[config.mk]
export PLATFORM = sky130hd
export DESIGN_NAME = c_literal_char_escaper_top
export DESIGN_NICKNAME = d
export VERILOG_FILES = /design/src/hw/rtl/clce_pkg.sv /design/src/hw/rtl/clce_front.sv /design/src/hw/rtl/clce_queue.sv /design/src/hw/rtl/clce_back.sv /design/src/hw/rtl/c_literal_char_escaper_top.sv
export SDC_FILE = /design/constraint.sdc
export NUM_CORES = 1
export LEC_CHECK = 0
export ABC_CLOCK_PERIOD_IN_PS = 8200
export BUFFER_PORTS_ARGS = -buffer_cell sky130_fd_sc_hd__buf_2
export CAP_MARGIN = 25
export CORE_MARGIN = 10
export CORE_UTILIZATION = 50
export DETAILED_ROUTE_END_ITERATION = 10
export GPL_ROUTABILITY_DRIVEN = 0
export HOLD_SLACK_MARGIN = 0.12
export PLACE_DENSITY_LB_ADDON = 0.2
export SLEW_MARGIN = 20
export SYNTH_ARGS = -nofsm -noshare
export SYNTH_HDL_FRONTEND = slang
export SYNTH_SLANG_ARGS = --single-unit
[constraint.sdc]
create_clock -name clk -period 8.2 [get_ports clk]
set_clock_uncertainty 0.05 [all_clocks]
set_input_delay 1.64 -clock clk [delete_from_list [all_inputs] [get_ports clk]]
set_output_delay 1.64 -clock clk [all_outputs]
set_load 0.02 [all_outputs]
[src/hw/rtl/clce_pkg.sv]
// Shared types, constants and helper functions for the C literal character escaper.
`timescale 1ns / 1ps
`default_nettype none

package clce_pkg;

    localparam int unsigned CharWidth  = 8;
    localparam int unsigned MaxChars   = 6;
    localparam int unsigned LenWidth   = $clog2(MaxChars + 1);
    localparam int unsigned QueueDepth = 4;
    localparam int unsigned QPtrWidth  = $clog2(QueueDepth);
    localparam int unsigned QCntWidth  = $clog2(QueueDepth + 1);
    localparam int unsigned CfgIdxWidth = 2;

    localparam logic [CharWidth-1:0] ChBackslash = 8'd92;
    localparam logic [CharWidth-1:0] ChSQuote    = 8'd39;
    localparam logic [CharWidth-1:0] ChDQuote    = 8'd34;
    localparam logic [CharWidth-1:0] ChSpace     = 8'd32;
    localparam logic [CharWidth-1:0] ChTilde     = 8'd126;
    localparam logic [CharWidth-1:0] ChLowerX    = 8'd120;
    localparam logic [CharWidth-1:0] ChDigit0    = 8'd48;
    localparam logic [CharWidth-1:0] ChUpperA    = 8'd65;

    typedef enum logic [CfgIdxWidth-1:0] {
        CFG_WITH_QUOTES = 2'd0,
        CFG_QUOTE_CHAR  = 2'd1,
        CFG_STRING_MODE = 2'd2,
        CFG_UNUSED      = 2'd3
    } cfg_index_t;

    // One classified item: the full spelling and its length (1..6).
    typedef struct packed {
        logic [LenWidth-1:0]                len;
        logic [MaxChars-1:0][CharWidth-1:0] chars;
    } esc_cmd_t;

    typedef struct packed {
        logic                 with_quotes;
        logic [CharWidth-1:0] quote_char;
        logic                 string_mode;
    } esc_cfg_t;

    // Fixed escape letter, or zero when the byte has none.
    function automatic logic [CharWidth-1:0] fixed_escape(input logic [CharWidth-1:0] b);
        logic [CharWidth-1:0] e;
        unique case (b)
            8'd92:   e = ChBackslash;
            8'd13:   e = 8'd114; // r
            8'd10:   e = 8'd110; // n
            8'd12:   e = 8'd102; // f
            8'd11:   e = 8'd118; // v
            8'd7:    e = 8'd97;  // a
            8'd8:    e = 8'd98;  // b
            8'd9:    e = 8'd116; // t
            default: e = '0;
        endcase
        return e;
    endfunction

    function automatic logic [CharWidth-1:0] hex_digit(input logic [3:0] n);
        logic [CharWidth-1:0] d;
        if (n < 4'd10)
            d = ChDigit0 + {4'b0, n};
        else
            d = ChUpperA + {4'b0, n} - 8'd10;
        return d;
    endfunction

endpackage

`default_nettype wire

[src/hw/rtl/clce_front.sv]
// Front end: configuration registers, input acceptance and classification into a spelling.
`timescale 1ns / 1ps
`default_nettype none

module clce_front (
    input  wire logic                           clk,
    input  wire logic                           rst_n,
    input  wire logic                           cfg_valid,
    output logic                                cfg_ready,
    input  wire logic [clce_pkg::CfgIdxWidth-1:0] cfg_index,
    input  wire logic [clce_pkg::CharWidth-1:0] cfg_data,
    input  wire logic                           in_valid,
    output logic                                in_ready,
    input  wire logic [clce_pkg::CharWidth-1:0] char_in,
    input  wire logic                           string_start,
    input  wire logic                           string_end,
    output logic                                push,
    output clce_pkg::esc_cmd_t                  push_cmd,
    input  wire logic                           q_full
);
    import clce_pkg::*;

    esc_cfg_t cfg_reg;
    logic     fr_valid_reg;
    esc_cmd_t fr_cmd_reg;
    esc_cmd_t cmd_next;

    logic [CharWidth-1:0]       esc_letter;
    logic [CharWidth-1:0]       qchar;
    logic [3:0][CharWidth-1:0]  bare;
    logic [LenWidth-1:0]        blen;
    logic                       lead;
    logic                       trail;
    logic [CharWidth-1:0]       wrap_char;

    assign cfg_ready = 1'b1;

    always_ff @(posedge clk or negedge rst_n) begin
        if (!rst_n) begin
            cfg_reg.with_quotes <= 1'b0;
            cfg_reg.quote_char  <= ChSQuote;
            cfg_reg.string_mode <= 1'b0;
        end else if (cfg_valid) begin
            unique case (cfg_index_t'(cfg_index))
                CFG_WITH_QUOTES: cfg_reg.with_quotes <= cfg_data[0];
                CFG_QUOTE_CHAR:  cfg_reg.quote_char  <= cfg_data;
                CFG_STRING_MODE: cfg_reg.string_mode <= cfg_data[0];
                default: ;
            endcase
        end
    end

    // Bare spelling of the byte
    always_comb begin
        esc_letter = fixed_escape(char_in);
        qchar      = cfg_reg.string_mode ? ChDQuote : cfg_reg.quote_char;
        bare       = '0;
        if (esc_letter != '0) begin
            bare[0] = ChBackslash;
            bare[1] = esc_letter;
            blen    = LenWidth'(2);
        end else if (char_in == qchar) begin
            bare[0] = ChBackslash;
            bare[1] = char_in;
            blen    = LenWidth'(2);
        end else if (char_in >= ChSpace && char_in <= ChTilde) begin
            bare[0] = char_in;
            blen    = LenWidth'(1);
        end else begin
            bare[0] = ChBackslash;
            bare[1] = ChLowerX;
            bare[2] = hex_digit(char_in[7:4]);
            bare[3] = hex_digit(char_in[3:0]);
            blen    = LenWidth'(4);
        end
    end

    // Wrap with quotes
    always_comb begin
        logic [LenWidth-1:0] k;
        lead      = cfg_reg.with_quotes && (cfg_reg.string_mode ? string_start : 1'b1);
        trail     = cfg_reg.with_quotes && (cfg_reg.string_mode ? string_end : 1'b1);
        wrap_char = cfg_reg.string_mode ? ChDQuote : ChSQuote;
        cmd_next.len = {{(LenWidth-1){1'b0}}, lead} + blen + {{(LenWidth-1){1'b0}}, trail};
        for (int i = 0; i < MaxChars; i++) begin
            // position within the bare spelling; wraps high for the leading quote slot
            k = LenWidth'(i) - {{(LenWidth-1){1'b0}}, lead};
            if (lead && i == 0)
                cmd_next.chars[i] = wrap_char;
            else if (k < blen)
                cmd_next.chars[i] = bare[k[1:0]];
            else if (trail && k == blen)
                cmd_next.chars[i] = wrap_char;
            else
                cmd_next.chars[i] = '0;
        end
    end

    assign push     = fr_valid_reg && !q_full;
    assign push_cmd = fr_cmd_reg;
    assign in_ready = !fr_valid_reg || !q_full;

    always_ff @(posedge clk or negedge rst_n) begin
        if (!rst_n)
            fr_valid_reg <= 1'b0;
        else if (in_ready)
            fr_valid_reg <= in_valid;
    end

    always_ff @(posedge clk) begin
        if (in_ready && in_valid)
            fr_cmd_reg <= cmd_next;
    end

endmodule

`default_nettype wire

[src/hw/rtl/clce_queue.sv]
// Short queue of classified items between the front and back ends.
`timescale 1ns / 1ps
`default_nettype none

module clce_queue (
    input  wire logic               clk,
    input  wire logic               rst_n,
    input  wire logic               push,
    input  wire clce_pkg::esc_cmd_t push_cmd,
    output logic                    full,
    input  wire logic               pop,
    output logic                    head_valid,
    output clce_pkg::esc_cmd_t      head_cmd
);
    import clce_pkg::*;

    esc_cmd_t               mem_reg [QueueDepth];
    logic [QPtrWidth-1:0]   wr_ptr_reg;
    logic [QPtrWidth-1:0]   rd_ptr_reg;
    logic [QCntWidth-1:0]   count_reg;
    logic                   do_push;
    logic                   do_pop;

    assign full       = (count_reg == QCntWidth'(QueueDepth));
    assign head_valid = (count_reg != '0);
    assign head_cmd   = mem_reg[rd_ptr_reg];
    assign do_push    = push && !full;
    assign do_pop     = pop && head_valid;

    always_ff @(posedge clk or negedge rst_n) begin
        if (!rst_n) begin
            wr_ptr_reg <= '0;
            rd_ptr_reg <= '0;
            count_reg  <= '0;
        end else begin
            if (do_push)
                wr_ptr_reg <= wr_ptr_reg + 1'b1;
            if (do_pop)
                rd_ptr_reg <= rd_ptr_reg + 1'b1;
            if (do_push && !do_pop)
                count_reg <= count_reg + 1'b1;
            else if (do_pop && !do_push)
                count_reg <= count_reg - 1'b1;
        end
    end

    always_ff @(posedge clk) begin
        if (do_push)
            mem_reg[wr_ptr_reg] <= push_cmd;
    end

endmodule

`default_nettype wire

[src/hw/rtl/clce_back.sv]
// Back end: walks each queued spelling and emits one character per transaction.
`timescale 1ns / 1ps
`default_nettype none

module clce_back (
    input  wire logic                           clk,
    input  wire logic                           rst_n,
    input  wire logic                           head_valid,
    input  wire clce_pkg::esc_cmd_t             head_cmd,
    output logic                                pop,
    output logic                                out_valid,
    input  wire logic                           out_ready,
    output logic [clce_pkg::CharWidth-1:0]      out_char,
    output logic                                run_last
);
    import clce_pkg::*;

    logic [LenWidth-1:0]  idx_reg;
    logic [LenWidth-1:0]  idx_next;
    logic                 out_valid_reg;
    logic [CharWidth-1:0] out_char_reg;
    logic                 run_last_reg;
    logic                 load;
    logic                 at_last;

    assign load    = head_valid && (!out_valid_reg || out_ready);
    assign at_last = (idx_reg == head_cmd.len - 1'b1);
    assign pop     = load && at_last;

    always_comb begin
        idx_next = idx_reg;
        if (load)
            idx_next = at_last ? '0 : idx_reg + 1'b1;
    end

    always_ff @(posedge clk or negedge rst_n) begin
        if (!rst_n) begin
            idx_reg       <= '0;
            out_valid_reg <= 1'b0;
        end else begin
            idx_reg <= idx_next;
            if (load)
                out_valid_reg <= 1'b1;
            else if (out_ready)
                out_valid_reg <= 1'b0;
        end
    end

    always_ff @(posedge clk) begin
        if (load) begin
            out_char_reg <= head_cmd.chars[idx_reg];
            run_last_reg <= at_last;
        end
    end

    assign out_valid = out_valid_reg;
    assign out_char  = out_char_reg;
    assign run_last  = run_last_reg;

endmodule

`default_nettype wire

[src/hw/rtl/c_literal_char_escaper_top.sv]
// Top level of the C literal character escaper.
// An item passes through the front register, the queue and the back end's output register.
// One output character per cycle while out_ready is high and an item is queued; the back end
// walks an item's 1 to 6 characters; input is accepted every cycle while the queue is not full.
// A 4-entry queue decouples classification from emission.
// Reset (rst_n low, async): queue empty, no output; with_quotes 0, quote_char 39, string_mode 0.
`timescale 1ns / 1ps
`default_nettype none

module c_literal_char_escaper_top (
    input  wire logic                             clk,
    input  wire logic                             rst_n,
    input  wire logic                             cfg_valid,
    output logic                                  cfg_ready,
    input  wire logic [clce_pkg::CfgIdxWidth-1:0] cfg_index,
    input  wire logic [clce_pkg::CharWidth-1:0]   cfg_data,
    input  wire logic                             in_valid,
    output logic                                  in_ready,
    input  wire logic [clce_pkg::CharWidth-1:0]   char_in,
    input  wire logic                             string_start,
    input  wire logic                             string_end,
    output logic                                  out_valid,
    input  wire logic                             out_ready,
    output logic [clce_pkg::CharWidth-1:0]        out_char,
    output logic                                  run_last
);
    import clce_pkg::*;

    logic     push;
    esc_cmd_t push_cmd;
    logic     q_full;
    logic     pop;
    logic     head_valid;
    esc_cmd_t head_cmd;

    clce_front u_front (
        .clk          (clk),
        .rst_n        (rst_n),
        .cfg_valid    (cfg_valid),
        .cfg_ready    (cfg_ready),
        .cfg_index    (cfg_index),
        .cfg_data     (cfg_data),
        .in_valid     (in_valid),
        .in_ready     (in_ready),
        .char_in      (char_in),
        .string_start (string_start),
        .string_end   (string_end),
        .push         (push),
        .push_cmd     (push_cmd),
        .q_full       (q_full)
    );

    clce_queue u_queue (
        .clk        (clk),
        .rst_n      (rst_n),
        .push       (push),
        .push_cmd   (push_cmd),
        .full       (q_full),
        .pop        (pop),
        .head_valid (head_valid),
        .head_cmd   (head_cmd)
    );

    clce_back u_back (
        .clk        (clk),
        .rst_n      (rst_n),
        .head_valid (head_valid),
        .head_cmd   (head_cmd),
        .pop        (pop),
        .out_valid  (out_valid),
        .out_ready  (out_ready),
        .out_char   (out_char),
        .run_last   (run_last)
    );

endmodule

`default_nettype wire

Word level (Yosys, flattened, before mapping):

Memory sizes are Yosys's and may differ from the RTL's.
Index checks and enable logic that the tools add are counted.

* equality and inequality tests: 19
* reductions and logical operators: 32
* muxes and demuxes: 50
* order comparisons: 17
* $add $sub $neg: 20

Operators with widths (number)
* 2-to-1 mux 8 bit: 24
* binary-select mux 8 bit (select 2 bit): 6
* 2-to-1 mux 16 bit: 4
* case mux 7 bit (8 select lines): 1
* equality test 8 x 4 -> 1 bit (second input constant): 6
* binary-select mux 8 bit (select 3 bit): 1
* 2-to-1 mux 24 bit: 1
* equality test 3 bit: 7
* 2-to-1 mux 3 bit: 7
* less-than comparator 2 x 3 -> 1 bit (second input constant): 6
* less-than comparator 3 bit: 6
* logical AND 1 bit: 17
* adder 7 x 4 -> 8 bit (first input constant): 2
* subtractor 8 x 4 -> 8 bit (second input constant): 2
* adder 6 x 4 -> 7 bit (first input constant): 2
* equality test 8 x 3 -> 1 bit (second input constant): 1
* equality test 8 x 7 -> 1 bit (second input constant): 1
* equality test 8 bit: 1
* >= comparator 8 x 6 -> 1 bit (second input constant): 1
* less-or-equal comparator 8 x 7 -> 1 bit (second input constant): 1
* less-than comparator 4 bit (second input constant): 2
* nonzero test 8 bit: 1
* adder 3 x 1 -> 3 bit (second input constant): 2
* 2-to-1 mux 1 bit: 6
* other kinds (17): 30

* flip-flop bits (word level): 82
* output and inout bits: 12
* logic and storage cells: 157
* bits in writable memories: 204
* memories: 1

Memories
* u_queue.mem_reg: words 4, width 51, read ports 1, clocked after Yosys merged registers in 0, wr ports 1, RTL line clce_queue.sv:17 `esc_cmd_t mem_reg [QueueDepth];`

Logic depth before layout (Yosys ltp):

* word-level depth: 10
* mapped depth: 16

Modules after synthesis:

Synthesis repeated with hierarchy kept, for this count alone.

* cells, all modules: 726
* area, all modules: 12415.7 µm²

By module, submodules not included
* clce_queue: area each 7847.5 µm², sequential area each 6301.0 µm², cells an instance 302, times used 1
* clce_front: area each 3641.0 µm², sequential area each 1781.7 µm², cells an instance 349, times used 1
* clce_back: area each 927.1 µm², sequential area each 370.4 µm², cells an instance 75, times used 1

Worst setup path after synthesis:

Ideal clock, no wire load.

* kind: input to register
* start: input char_in[0] (netlist bit)
* end: register u_front.fr_cmd_reg, in the netlist u_front.push_cmd[32], data pin
* path buffers: 2
* stages on the path: 15
* library setup time: 180 ps
* arrival time: 4306 ps
* path slack: 3663 ps
* path through: buf_4 > inv_1 > ha_1 > a2bb2oi_1 > o311a_1 > nor3_4 > inv_2 > nor2_4 > inv_2 > buf_2 > ha_1 > a21oi_1 > nor4b_1 > nand2_1 > o311ai_1

RTL lines
* from (decl): RTL line c_literal_char_escaper_top.sv:19 `input wire logic [clce_pkg::CharWidth-1:0] char_in,`
* to (signal assigned): RTL line clce_front.sv:112 `fr_cmd_reg <= cmd_next;`
* to (decl): RTL line clce_front.sv:25 `esc_cmd_t fr_cmd_reg;`

==> results.cfg <==
[floorplan]
die_x_um = 174.7
dieArea_um2 = 30510
ios = 37
fp-row-count = 56
start_util_pct = 50.81
die_height_um = 174.7
core_um2 = 23540

[synth]
synth-main-ff-cell = edfxtp_1
async_flop_share_pct = 7.829
avgSynthCellArea_um2 = 17.11
synth_area_um2 = 11960
synth-edff-count = 259
ys_types = 65
synth_seq_area_share_pct = 69.66
synth_cells = 699
synth-warning-count = 0
ys_ff_latch = 281

[clock_tree]
postCtsSetupRepairBufs = 0
clk_pin_slew_ns = 0.06
cts_tree = done
cts-root-buf = clkbuf_16
insertion_delay_ns = 0.55
htree_num_levels = 1
cts.sinks = 281
clockBufferDepth = 3
numCtsBuffers = 28
cts_hold_buf = 0
ctsResizeCount = 0

[route]
dr_wl_met2_um = 12110
avgViaCountPerCell = 5.907
wl_um = 24500
wl_met3_um = 1436
drt_pass1_iterations = 6
drtAntennaViolNets = 0
num_vias = 6374
top_layer = met5
wl_per_cell_um = 22.70
m1WireLength_um = 10260
drt-initial-drc-count = 612
drc = 0

[cells_and_area]
final_nets = 787
drive_above_1_share_pct = 24.21
diodes = 0
layout_common_cells = edfxtp_1, mux4_2, nand2_1
largest_reg_flops = 200
final_util_pct = 56.82
layout_commonest_cell = edfxtp_1
syn_to_final_growth_pct = 11.82

[critical_path]
cp_slowest_cell = nor3b_1
path_class = input port to flop
cp_cell_sequence = buf_2 -> inv_1 -> ha_1 -> o311a_1 -> nor3_4 -> inv_2 -> nand2b_4 -> inv_2 -> ha_1 -> nor3b_1 -> nand2_1 -> o2bb2ai_1
start_kind = input port
arrival_ns = 5.28
reg2reg_depth = 11
critPathRequiredTime_ns = 8.53
end_kind = flop
max_stage_delay_ns = 0.72
cp_max_fo = 13

[grt]
grt_pass1_vias = 6819
antenna_found_initial = 1
grtUsageTotal_pct = 16.04
grt_max_degree = 52
overflow = 0
grt_pass1_wl_um = 38670

[timing]
timing.setup.tns_ns = 0
grt_setup_unrepaired = false
fin_crit_sh_pct = 60.42
worst_hold_slack_ns = 0.4512
worst_slew_margin_rel_pct = 33.49
fmax_ghz = 0.2018
timing.final.ws_setup_ns = 3.245
maxSlewViolCount = 0
worst_pin_slew_ns = 0.9965
finalSetupViolations = 0
hold_viol_final = 0
min_period_ns = 4.955

[placement]
hpwl_um = 15040
io_buffers = 35
place_ws_ns = 2.792

[power_and_ir_drop]
p_leak_nw = 4.617
cellPowerDensity_nw_per_um2 = 353.5
ir_drop_v = 0.0002930

[worst_hold_path]
hold_path_depth = 0
hp-class = flop to flop

[job]
cap_viol_max_count = 0

[status]
outcome = complete, no violations
-- path summary, 6_finish.rpt --
kind	start	end	slack, ns
min reg2reg	u_front.push_cmd[1]$_SDFFCE_PP1P_	u_queue.mem_reg[3][1]$_DFFE_PP_	0.45
max in group asynchronous	rst_n	u_queue.rd_ptr_reg[0]$_DFFE_PN0P_	6.64
min	u_front.push_cmd[1]$_SDFFCE_PP1P_	u_queue.mem_reg[3][1]$_DFFE_PP_	0.45
max	char_in[1]	u_front.push_cmd[26]$_DFFE_PP_	3.25
max reg2reg	u_queue.rd_ptr_reg[0]$_DFFE_PN0P_	u_queue.count_reg[1]$_DFFE_PN0P_	3.53
min in group asynchronous	rst_n	u_front.fr_valid_reg$_DFFE_PN0N_	1.03
-- logic make-up after synthesis --
group                      Yosys count  synth area share [%]
DFF                                281                 69.66
and+or+nand+nor                    120                 5.334
AOI/OAI and AO/OA                  108                 5.962
muxes                               80                 12.78
buffers and inverters               67                 2.353
adders and majority gates           23                 2.531
xor gates and xnor gates            18                 1.318
other                                2               0.06278
-- metrics by stage --
step / total power [mW] / instance area (µm²) / std cells
floorplan: 3.108 / 11970 / 701
global placement: 3.470 / 12460 / 1028
detailed placement: 3.522 / 12460 / 1028
CTS: 4.792 / 13380 / 1079
global route: 4.967 / 13380 / 1079
finish: 4.729 / 13380 / 1079
-- cells in the mapped netlist (4+ instances only) --
library cell / count / share of area, %
o21ai_0: 26 / 1.1
mux2_2: 12 / 1.1
nand3b_1: 5 / 0.31
nor3b_1: 5 / 0.31
buf_4: 4 / 0.25
a21oi_1: 19 / 0.79
nand3_1: 8 / 0.33
edfxtp_1: 259 / 65
inv_1: 28 / 0.88
dfstp_2: 4 / 0.88
a211oi_1: 5 / 0.31
a31oi_1: 8 / 0.42
xor2_1: 4 / 0.29
o22ai_1: 16 / 0.84
dfrtp_1: 18 / 3.8
clkbuf_1: 17 / 0.53
nand2b_1: 4 / 0.21
mux4_2: 57 / 11
nor3_1: 5 / 0.21
nand2_1: 37 / 1.2
ha_1: 21 / 2.2
xnor2_1: 14 / 1.0
and2_1: 9 / 0.47
mux2i_1: 11 / 0.92
buf_2: 12 / 0.50
nor2_1: 25 / 0.78
-- where the power goes --
part           leakage [nW]  total, mW  internal (mW)  switching [mW]
sequential             2.69       2.19           2.02           0.167
clock                 0.455       1.26          0.733           0.531
combinational          1.48       1.28          0.558           0.719
-- critical path, delay by kind of cell --
family          cells  cell delay [ns]
compound gates      2             0.69
buf+inv             4             0.84
simple gates        4             1.53
fa+ha+maj           2             0.56
-- metal layers --
layer	vias up	global-route usage (%)
met4	2	5.510
met2	246	27.04
met3	64	2.759
met5	-	0
li1	2836	-
met1	3226	20.62
-- final cells by class --
type | count | area, µm²
Inverter | 31 | 116.4
Tap cell | 319 | 399.1
Multi-Input combinational cell | 353 | 3362
Clock inverter | 19 | 192.7
Fill cell | 1813 | 10170
Sequential cell | 281 | 8338
Timing Repair Buffer | 44 | 242.7
Clock buffer | 32 | 725.7
Power figures use the tool's default switching activity.
